**src/rtl/core/sfd_pkg.sv**
```systemverilog
package sfd_pkg;

    // defaults for the top-level parameters
    localparam int CHANNEL_COUNT_DEF = 18;
    localparam int COUNTER_BITS_DEF  = 32;

    // frame layout
    localparam int       FRAME_LEN   = 25;
    localparam int       CHAN_BITS   = 11;
    localparam int       PACKED_CH   = 16;
    localparam int       PACKED_BYTES = 22;
    localparam logic [7:0] START_MARK = 8'h0F;
    localparam logic [7:0] STOP_MARK  = 8'h00;

    // flag bits of the last data byte
    localparam int FLAG_CH16     = 0;
    localparam int FLAG_CH17     = 1;
    localparam int FLAG_LOST     = 2;
    localparam int FLAG_FAILSAFE = 3;

    localparam logic [CHAN_BITS-1:0] CH_FULL = 11'd2047;

    // scaling: (999 * (c - 200)) / 1600, 1600 = 64 * 25
    localparam logic [CHAN_BITS-1:0] SCALE_FROM  = 11'd200;
    localparam logic [9:0]           SCALE_MUL   = 10'd999;
    localparam logic [10:0]          SCALE_TOP   = 11'd999;
    localparam int                   DIV_SHIFT   = 6;
    localparam logic [12:0]          RECIP_25    = 13'd5243;
    localparam int                   RECIP_SHIFT = 17;

    // configuration registers
    localparam int                   CFG_IDX_W     = 4;
    localparam logic [CFG_IDX_W-1:0] REG_CLIP_LOW  = 4'd0;
    localparam logic [CFG_IDX_W-1:0] REG_CLIP_HIGH = 4'd1;
    localparam logic [CHAN_BITS-1:0] CLIP_LOW_RST  = 11'd200;
    localparam logic [CHAN_BITS-1:0] CLIP_HIGH_RST = 11'd1800;

    // depth of the queue between byte assembly and result generation
    localparam int QUEUE_DEPTH = 2;

    // one completed frame as handed from the front to the back
    typedef struct packed {
        logic                      frame_ok;
        logic [7:0]                flags;
        logic [PACKED_BYTES*8-1:0] chan_bits;
    } frame_rec_t;

    // one result travelling down the scaling pipeline
    typedef struct packed {
        logic [4:0]           chan_index;
        logic [CHAN_BITS-1:0] raw_value;
        logic                 frame_ok;
        logic                 failsafe_flag;
        logic [31:0]          lost_total;
        logic [31:0]          error_total;
        logic                 last_of_frame;
    } result_t;

endpackage

```
**src/rtl/core/sfd_front.sv**
```systemverilog
module sfd_front (
    input  logic                aclk,
    input  logic                aresetn,
    input  logic                s_valid,
    output logic                s_ready,
    input  logic [7:0]          s_rx_byte,
    input  logic                s_frame_start,
    input  logic                q_full,
    output logic                q_push,
    output sfd_pkg::frame_rec_t q_push_rec
);

    localparam int POS_W = $clog2(sfd_pkg::FRAME_LEN);

    logic [7:0]       byte_mem [sfd_pkg::FRAME_LEN-1];
    logic [POS_W-1:0] pos_reg;
    logic [POS_W-1:0] pos_next;
    logic [POS_W-1:0] eff_pos;
    logic             beat;
    logic             complete;

    assign s_ready  = !q_full;
    assign beat     = s_valid && s_ready;
    assign eff_pos  = s_frame_start ? '0 : pos_reg;
    assign complete = (eff_pos == POS_W'(sfd_pkg::FRAME_LEN - 1));
    assign q_push   = beat && complete;

    always_comb begin
        pos_next = pos_reg;
        if (beat) begin
            pos_next = complete ? '0 : POS_W'(eff_pos + 1'b1);
        end
    end

    always_ff @(posedge aclk) begin
        if (!aresetn) begin
            pos_reg <= '0;
        end else begin
            pos_reg <= pos_next;
        end
    end

    // byte 24 is never stored, it is checked on the fly
    always_ff @(posedge aclk) begin
        if (beat && !complete) begin
            byte_mem[eff_pos] <= s_rx_byte;
        end
    end

    always_comb begin
        q_push_rec.frame_ok = (byte_mem[0] == sfd_pkg::START_MARK)
                              && (s_rx_byte == sfd_pkg::STOP_MARK);
        q_push_rec.flags    = byte_mem[sfd_pkg::PACKED_BYTES + 1];
        for (int i = 0; i < sfd_pkg::PACKED_BYTES; i++) begin
            q_push_rec.chan_bits[i*8 +: 8] = byte_mem[i + 1];
        end
    end

endmodule

```
**src/rtl/core/sfd_queue.sv**
```systemverilog
module sfd_queue (
    input  logic                aclk,
    input  logic                aresetn,
    input  logic                push,
    input  sfd_pkg::frame_rec_t push_rec,
    output logic                full,
    input  logic                pop,
    output logic                rd_valid,
    output sfd_pkg::frame_rec_t rd_rec
);

    localparam int DEPTH = sfd_pkg::QUEUE_DEPTH;
    localparam int PTR_W = (DEPTH > 1) ? $clog2(DEPTH) : 1;
    localparam int CNT_W = $clog2(DEPTH + 1);

    sfd_pkg::frame_rec_t entry_reg [DEPTH];
    logic [PTR_W-1:0]    wr_ptr_reg;
    logic [PTR_W-1:0]    rd_ptr_reg;
    logic [CNT_W-1:0]    count_reg;
    logic                do_push;
    logic                do_pop;

    assign full     = (count_reg == CNT_W'(DEPTH));
    assign rd_valid = (count_reg != '0);
    assign rd_rec   = entry_reg[rd_ptr_reg];
    assign do_push  = push && !full;
    assign do_pop   = pop && rd_valid;

    always_ff @(posedge aclk) begin
        if (!aresetn) begin
            wr_ptr_reg <= '0;
            rd_ptr_reg <= '0;
            count_reg  <= '0;
        end else begin
            if (do_push) begin
                wr_ptr_reg <= (wr_ptr_reg == PTR_W'(DEPTH - 1)) ? '0
                                                                : PTR_W'(wr_ptr_reg + 1'b1);
            end
            if (do_pop) begin
                rd_ptr_reg <= (rd_ptr_reg == PTR_W'(DEPTH - 1)) ? '0
                                                                : PTR_W'(rd_ptr_reg + 1'b1);
            end
            if (do_push && !do_pop) begin
                count_reg <= CNT_W'(count_reg + 1'b1);
            end else if (do_pop && !do_push) begin
                count_reg <= CNT_W'(count_reg - 1'b1);
            end
        end
    end

    always_ff @(posedge aclk) begin
        if (do_push) begin
            entry_reg[wr_ptr_reg] <= push_rec;
        end
    end

endmodule

```
**src/rtl/core/sfd_back.sv**
```systemverilog
module sfd_back #(
    parameter int CHANNEL_COUNT = sfd_pkg::CHANNEL_COUNT_DEF,
    parameter int COUNTER_BITS  = sfd_pkg::COUNTER_BITS_DEF
) (
    input  logic                aclk,
    input  logic                aresetn,
    input  logic [10:0]         clip_low,
    input  logic [10:0]         clip_high,
    input  logic                q_valid,
    input  sfd_pkg::frame_rec_t q_rec,
    output logic                q_pop,
    output logic                m_valid,
    input  logic                m_ready,
    output sfd_pkg::result_t    m_result,
    output logic [9:0]          m_scaled
);

    localparam int IDX_W = $clog2(CHANNEL_COUNT);
    localparam int CW    = sfd_pkg::CHAN_BITS;

    // channel state and frame status
    logic [CW-1:0]           chan_reg [CHANNEL_COUNT];
    logic                    failsafe_reg;
    logic                    frame_ok_reg;
    logic [COUNTER_BITS-1:0] lost_reg;
    logic [COUNTER_BITS-1:0] err_reg;
    logic                    busy_reg;
    logic [IDX_W-1:0]        idx_reg;

    // scaling pipeline
    logic                    s1_valid_reg, s2_valid_reg, s3_valid_reg, out_valid_reg;
    sfd_pkg::result_t        s1_item_reg, s2_item_reg, s3_item_reg, out_item_reg;
    logic [CW-1:0]           s1_diff_reg;
    logic [20:0]             s2_prod_reg;
    logic [10:0]             s3_quot_reg;
    logic [9:0]              out_scaled_reg;

    logic                    adv;
    logic                    issue;
    logic                    last_issue;
    logic [CW-1:0]           cur_raw;
    logic [CW-1:0]           clip_a;
    logic [CW-1:0]           clip_b;
    logic [14:0]             s3_div_in;
    logic [27:0]             s3_recip;
    sfd_pkg::result_t        issue_item;

    assign adv        = !out_valid_reg || m_ready;
    assign issue      = busy_reg && adv;
    assign last_issue = (idx_reg == IDX_W'(CHANNEL_COUNT - 1));
    assign q_pop      = q_valid && (!busy_reg || (issue && last_issue));

    always_ff @(posedge aclk) begin
        if (!aresetn) begin
            for (int k = 0; k < CHANNEL_COUNT; k++) begin
                chan_reg[k] <= '0;
            end
            failsafe_reg <= 1'b0;
            frame_ok_reg <= 1'b0;
            lost_reg     <= '0;
            err_reg      <= '0;
            busy_reg     <= 1'b0;
            idx_reg      <= '0;
        end else begin
            if (q_pop) begin
                busy_reg     <= 1'b1;
                idx_reg      <= '0;
                frame_ok_reg <= q_rec.frame_ok;
                if (q_rec.frame_ok) begin
                    for (int k = 0; k < CHANNEL_COUNT; k++) begin
                        if (k < sfd_pkg::PACKED_CH) begin
                            chan_reg[k] <= q_rec.chan_bits[k*CW +: CW];
                        end else if (k == sfd_pkg::PACKED_CH) begin
                            chan_reg[k] <= q_rec.flags[sfd_pkg::FLAG_CH16]
                                           ? sfd_pkg::CH_FULL : '0;
                        end else begin
                            chan_reg[k] <= q_rec.flags[sfd_pkg::FLAG_CH17]
                                           ? sfd_pkg::CH_FULL : '0;
                        end
                    end
                    failsafe_reg <= q_rec.flags[sfd_pkg::FLAG_FAILSAFE];
                    if (q_rec.flags[sfd_pkg::FLAG_LOST]) begin
                        lost_reg <= lost_reg + COUNTER_BITS'(1);
                    end
                end else begin
                    err_reg <= err_reg + COUNTER_BITS'(1);
                end
            end else if (issue) begin
                idx_reg <= last_issue ? '0 : IDX_W'(idx_reg + 1'b1);
                if (last_issue) begin
                    busy_reg <= 1'b0;
                end
            end
        end
    end

    // issue stage: clip then offset
    assign cur_raw = chan_reg[idx_reg];
    assign clip_a  = (cur_raw < clip_low) ? clip_low : cur_raw;
    assign clip_b  = (clip_a > clip_high) ? clip_high : clip_a;

    always_comb begin
        issue_item.chan_index    = 5'(idx_reg);
        issue_item.raw_value     = cur_raw;
        issue_item.frame_ok      = frame_ok_reg;
        issue_item.failsafe_flag = failsafe_reg;
        issue_item.lost_total    = 32'(lost_reg);
        issue_item.error_total   = 32'(err_reg);
        issue_item.last_of_frame = last_issue;
    end

    // divide by 1600: shift right by 6 (divide by 64), then multiply by a reciprocal of 25
    assign s3_div_in = s2_prod_reg[20:sfd_pkg::DIV_SHIFT];
    assign s3_recip  = 28'(s3_div_in) * 28'(sfd_pkg::RECIP_25);

    always_ff @(posedge aclk) begin
        if (!aresetn) begin
            s1_valid_reg  <= 1'b0;
            s2_valid_reg  <= 1'b0;
            s3_valid_reg  <= 1'b0;
            out_valid_reg <= 1'b0;
        end else if (adv) begin
            s1_valid_reg  <= issue;
            s2_valid_reg  <= s1_valid_reg;
            s3_valid_reg  <= s2_valid_reg;
            out_valid_reg <= s3_valid_reg;
        end
    end

    always_ff @(posedge aclk) begin
        if (adv) begin
            s1_item_reg    <= issue_item;
            s1_diff_reg    <= (clip_b > sfd_pkg::SCALE_FROM) ? CW'(clip_b - sfd_pkg::SCALE_FROM)
                                                             : '0;
            s2_item_reg    <= s1_item_reg;
            s2_prod_reg    <= 21'(s1_diff_reg) * 21'(sfd_pkg::SCALE_MUL);
            s3_item_reg    <= s2_item_reg;
            s3_quot_reg    <= s3_recip[27:sfd_pkg::RECIP_SHIFT];
            out_item_reg   <= s3_item_reg;
            out_scaled_reg <= (s3_quot_reg > sfd_pkg::SCALE_TOP) ? 10'(sfd_pkg::SCALE_TOP)
                                                                 : s3_quot_reg[9:0];
        end
    end

    assign m_valid  = out_valid_reg;
    assign m_result = out_item_reg;
    assign m_scaled = out_scaled_reg;

endmodule

```
**src/rtl/core/sbus_frame_decoder.sv**
```systemverilog
// sbus frame decoder
//
// input channel: one receiver byte per beat (s_rx_byte), s_frame_start forces
// the byte to be byte 0 of a new frame. the 25th byte of a frame completes it;
// the frame is good when byte 0 is 0x0f and byte 24 is 0x00.
// output channel: every completed frame yields CHANNEL_COUNT result beats,
// channel 0 first, m_last_of_frame on the final one. a bad frame repeats the
// channels of the last good frame and bumps the error count.
// config channel: cfg_index 0 writes clip_low, 1 writes clip_high, other
// indexes are dropped; cfg_ready is always high.
// throughput: one byte per cycle in while s_ready is high, one result per
// cycle out while m_ready is high. the front stalls (s_ready low) only
// when both frame slots of the queue are full. result path: frame queue,
// channel update, three scaling stages, output register; the rest of a
// frame follow back to back while m_ready is high.
// reset: byte position, channels, failsafe and both counters clear; clip
// bounds return to 200 and 1800.
// stalls: m_ready low with a result waiting freezes the whole scaling
// pipeline; bytes keep being taken until the queue fills.
module sbus_frame_decoder #(
    parameter int CHANNEL_COUNT = sfd_pkg::CHANNEL_COUNT_DEF,
    parameter int COUNTER_BITS  = sfd_pkg::COUNTER_BITS_DEF
) (
    input  logic                          aclk,
    input  logic                          aresetn,
    // byte input
    input  logic                          s_valid,
    output logic                          s_ready,
    input  logic [7:0]                    s_rx_byte,
    input  logic                          s_frame_start,
    // configuration writes
    input  logic                          cfg_valid,
    output logic                          cfg_ready,
    input  logic [sfd_pkg::CFG_IDX_W-1:0] cfg_index,
    input  logic [10:0]                   cfg_data,
    // channel results
    output logic                          m_valid,
    input  logic                          m_ready,
    output logic [4:0]                    m_chan_index,
    output logic [10:0]                   m_raw_value,
    output logic [9:0]                    m_scaled_value,
    output logic                          m_frame_ok,
    output logic                          m_failsafe_flag,
    output logic [31:0]                   m_lost_total,
    output logic [31:0]                   m_error_total,
    output logic                          m_last_of_frame
);

    logic [10:0]         clip_low_reg;
    logic [10:0]         clip_high_reg;
    logic                q_full;
    logic                q_push;
    logic                q_valid;
    logic                q_pop;
    sfd_pkg::frame_rec_t q_push_rec;
    sfd_pkg::frame_rec_t q_rd_rec;
    sfd_pkg::result_t    result;

    // config registers, to be written only while idle; the block itself does not enforce it
    assign cfg_ready = 1'b1;

    always_ff @(posedge aclk) begin
        if (!aresetn) begin
            clip_low_reg  <= sfd_pkg::CLIP_LOW_RST;
            clip_high_reg <= sfd_pkg::CLIP_HIGH_RST;
        end else if (cfg_valid && cfg_ready) begin
            case (cfg_index)
                sfd_pkg::REG_CLIP_LOW:  clip_low_reg  <= cfg_data;
                sfd_pkg::REG_CLIP_HIGH: clip_high_reg <= cfg_data;
                default: ;
            endcase
        end
    end

    // byte assembly and frame check
    sfd_front u_front (
        .aclk          (aclk),
        .aresetn       (aresetn),
        .s_valid       (s_valid),
        .s_ready       (s_ready),
        .s_rx_byte     (s_rx_byte),
        .s_frame_start (s_frame_start),
        .q_full        (q_full),
        .q_push        (q_push),
        .q_push_rec    (q_push_rec)
    );

    // completed frames waiting for the back end
    sfd_queue u_queue (
        .aclk     (aclk),
        .aresetn  (aresetn),
        .push     (q_push),
        .push_rec (q_push_rec),
        .full     (q_full),
        .pop      (q_pop),
        .rd_valid (q_valid),
        .rd_rec   (q_rd_rec)
    );

    // channel state update and per-channel result pipeline
    sfd_back #(
        .CHANNEL_COUNT (CHANNEL_COUNT),
        .COUNTER_BITS  (COUNTER_BITS)
    ) u_back (
        .aclk      (aclk),
        .aresetn   (aresetn),
        .clip_low  (clip_low_reg),
        .clip_high (clip_high_reg),
        .q_valid   (q_valid),
        .q_rec     (q_rd_rec),
        .q_pop     (q_pop),
        .m_valid   (m_valid),
        .m_ready   (m_ready),
        .m_result  (result),
        .m_scaled  (m_scaled_value)
    );

    assign m_chan_index    = result.chan_index;
    assign m_raw_value     = result.raw_value;
    assign m_frame_ok      = result.frame_ok;
    assign m_failsafe_flag = result.failsafe_flag;
    assign m_lost_total    = result.lost_total;
    assign m_error_total   = result.error_total;
    assign m_last_of_frame = result.last_of_frame;

endmodule

```
**config.mk**
```make
export PLATFORM = sky130hd
export DESIGN_NAME = sbus_frame_decoder
export DESIGN_NICKNAME = d
export VERILOG_FILES = /design/src/rtl/core/sfd_pkg.sv /design/src/rtl/core/sfd_front.sv /design/src/rtl/core/sfd_queue.sv /design/src/rtl/core/sfd_back.sv /design/src/rtl/core/sbus_frame_decoder.sv
export SDC_FILE = /design/constraint.sdc
export NUM_CORES = 2
export LEC_CHECK = 0
export BUFFER_PORTS_ARGS = -buffer_cell sky130_fd_sc_hd__buf_4
export CORE_MARGIN = 1.5
export CORE_UTILIZATION = 40
export DETAILED_ROUTE_END_ITERATION = 10
export MAX_ROUTING_LAYER = met4
export PLACE_DENSITY_LB_ADDON = 0.25
export SETUP_SLACK_MARGIN = 0.3
export SKIP_CTS_REPAIR_TIMING = 1
export SLEW_MARGIN = 20
export SYNTH_ARGS = -nofsm -noshare
export SYNTH_HDL_FRONTEND = slang
export SYNTH_SLANG_ARGS = --single-unit
```
**constraint.sdc**
```tcl
create_clock -name aclk -period 38.9 [get_ports aclk]
set_input_delay 5.835 -clock aclk [delete_from_list [all_inputs] [get_ports aclk]]
set_output_delay 5.835 -clock aclk [all_outputs]
set_load 0.02 [all_outputs]
```
==> results.md <==
* Avg Inst Size Synth at 17.0 sq um
* CP Class: in -> reg
* Synthesis-stage register bit count at ~1200
* Worst Hold Launch: u_back.s1_item_reg[58]
* ANT cells at 0
* CTS Root Cell: clkbuf_16
* Post-synthesis sequential area ratio at 72.0%
* Die area at 125000 sq um
* I/O Buffers at 123
* H-tree depth at 4
* Pwr dens at 86.3 nW/um^2
* DIE HEIGHT at 354 um
* Hpwl dp at 59100 um
* Time the worst path needs with I/O delays and setup at 8560 ps
* Largest register FFs at 362
* DIE WIDTH at 354 um
* Mapped Cells at 2910
* Sequential group share of total power at ~32%
* Rows at around 130
* Post-Layout Cell Count at 4854
* Vias per std cell at 4.93
* RD Place Congestion at 0.835
* Clock sinks at 1220
* Vias in the first global route at 25019
* Post-synth EDFFs at 1107
* Net Switching at between 1.5 and 2 mW
* Switching share of total power at 35.5%
* DP Cell Count at 4616
* First-pass GRT wire length at 146000 um
* Fill cells at 10409
* DRT Pass-1 Iters at 7
* CTS Buf Count at 130
* Synth cell types at roughly 70
* Routed len/inst at between 15 and 20 um
* Largest net degree at the start of global routing at around 180
* Worst Path Arrival at about 9000 ps
* CTS tree: done
* Clock latency on the worst-skew pair at around 760 ps
* Via Count at 23941
* Critical-path cell list: buf_4 > nor2b_1 > o21ai_0 > nand2_1 > nor2_1 > nand2_4 > buf_4 > nor2_1
* Worst VDD drop at 0.206 mV
* CP Launch Type: input port
* Crit end category: flop
* Clock power share at 24.7%
* Worst Path Required at 39370 ps
* Most common cell after layout, fill and taps aside: edfxtp_1
* Gr ovfl total at 0
* Starting density of the core at 40.4%
* Tcrit/Tclk final at ~22%
* Leakage power at 21.1 nW
* Post-Syn Area at between 40000 and 50000 sq um
* Antenna violation net count after detailed routing at 0
* Status: complete, no violations
* Area delta synth->final at 14.8%
* Worst rel slew slack at a little under a quarter
* Final setup vio count at 0
* Fmax at 0.117 GHz
* Crit-path max cell delay at about 730 ps
* Gr usage total at 15.7%
* Final wirelength at 94800 um
* DR iter-0 viols at approximately 1800
* I/O Pins at 125
* Main flop type after synthesis: edfxtp_1
* Placeable core region at 122000 sq um
* Logic pwr share at a little over two fifths
* Internal Pwr Total at 3.15 mW
* Residual DRC at 0
* Nets at 3464
* Synth warnings at 0
* Setup TNS at 0 ps
* Worst-path fanout max at 69
* Layout cell share with drive strength beyond 1 at 13.7%
* Commonest non-fill, non-tap cells in the layout: edfxtp_1, nor2_1, mux2i_1
* Max-cap violations at 0
* Mapped Nets at 3250
* Clk_skew at just over 20 ps
* RSZ-0062 raised after global routing: no
* CTS Buffer Depth at 3
* Setup crit start: m_ready
* HP Class: reg -> reg
* Antenna violations before repair at 3
* Hold Vio Cnt, Final at 0
* Post-synthesis async set-or-reset flop share at 0%
* Slew Limit Fails at 0
* Worst slew pin tran at between 1000 and 1500 ps
* Worst path slowest cell: buf_4
* Clock-pin slew on the worst setup and hold paths at 60 ps
cell usage after synthesis, types with 8 or more instances:
cell type  instances  area [sq um]
mux2i_1          219          2190
nand3_1           39           195
edfxtp_1        1107         33200
xnor2_1           66           578
or2_2              9          56.3
ha_1             195          2440
and3_1            16           100
nand4_1           17           106
or3_1             11          68.8
a21oi_1           23           115
mux4_2            44           991
clkbuf_1          61           229
fa_1             116          2320
and2_1            61           382
o21a_1            11          82.6
nor3_1            30           150
a22oi_1            8          60.1
a21o_1             8          60.1
nand2_1           70           263
nor2b_1           32           200
inv_1            204           766
nor2_1           262           983
dfxtp_1          113          2260
a21boi_0          15           113
o21ai_0           21           105
xor2_1            27           236
mux2_2            10           113
o211ai_1          19           143
cell families (layout without fill, tap and decap cells):
family	after synthesis	in the layout	share of synthesized area, %
simple gates	586	586	5.70
other cells	1	1	0.00760
compound gates	146	146	2.14
fa+ha+maj	311	311	9.65
mux	274	274	6.70
flops	1220	1220	72.0
buf+inv	279	598	2.19
xor+xnor	93	93	1.65
power by group through the flow:
stage / sequential (mW) / clock, mW / combinational (mW)
after global routing: 1.57 / 1.29 / 2.49
after global placement: 1.59 / 0 / 2.12
after floorplan: 1.59 / 0 / 1.64
final: 1.57 / 1.21 / 2.11
after CTS: 1.57 / 1.24 / 2.17
after detailed placement: 1.60 / 0 / 2.15
layout make-up:
cell class / instances / area (sq um) / share of cell area, %
sequential: 1220 / 35500 / 62.7
multi-input combinational: 1411 / 12800 / 22.6
clock buffer: 164 / 3470 / 6.13
tap: 1625 / 2030 / 3.59
timing repair buffer: 157 / 1240 / 2.18
clock inverter: 73 / 812 / 1.43
inverter: 204 / 773 / 1.37
worst paths after layout:
kind	slack, ps	endpoint	cells after the start
setup / recovery	30340	u_back.chan_reg[3][8]	8
hold / removal	400	u_back.s2_item_reg[58]	0
setup reg to reg	30820	u_back.s1_diff_reg[0]	19
hold reg to reg	400	u_back.s2_item_reg[58]	0
through the flow:
| step | hold WS [ps] | power [mW] | setup WS, ps | area [sq um] | utilization, % |
|---|---|---|---|---|---|
| 3_5_place_dp | 405 | 3.75 | 29530 | 52300 | 42.9 |
| 6_report | 402 | 4.89 | 30340 | 56600 | 46.4 |
| 2_1_floorplan | 400 | 3.23 | 18910 | 49300 | - |
| 4_1_cts | 408 | 4.98 | 30350 | 56600 | 46.4 |
| 5_1_grt | 410 | 5.35 | 29920 | 56600 | 46.4 |
| 3_3_place_gp | 402 | 3.72 | 29650 | 52300 | 42.9 |
metal layers:
layer  share of wire (%)  track usage, %  wire length (um)  up-vias
met5                   0               -                 0        -
met1                  45            20.6             42400    12106
met2                  48            24.9             45700      555
met4                 2.1            4.78              2040        0
li1                    -               -                 -    11142
met3                 4.9            2.74              4680      138
worst max-delay path, delay by kind of cell:
| family | cells | cell delay [ps] |
|---|---|---|
| compound gates | 1 | 330 |
| simple gates | 5 | 1960 |
| buf+inv | 2 | 840 |
Power figures use the tool's default switching activity.
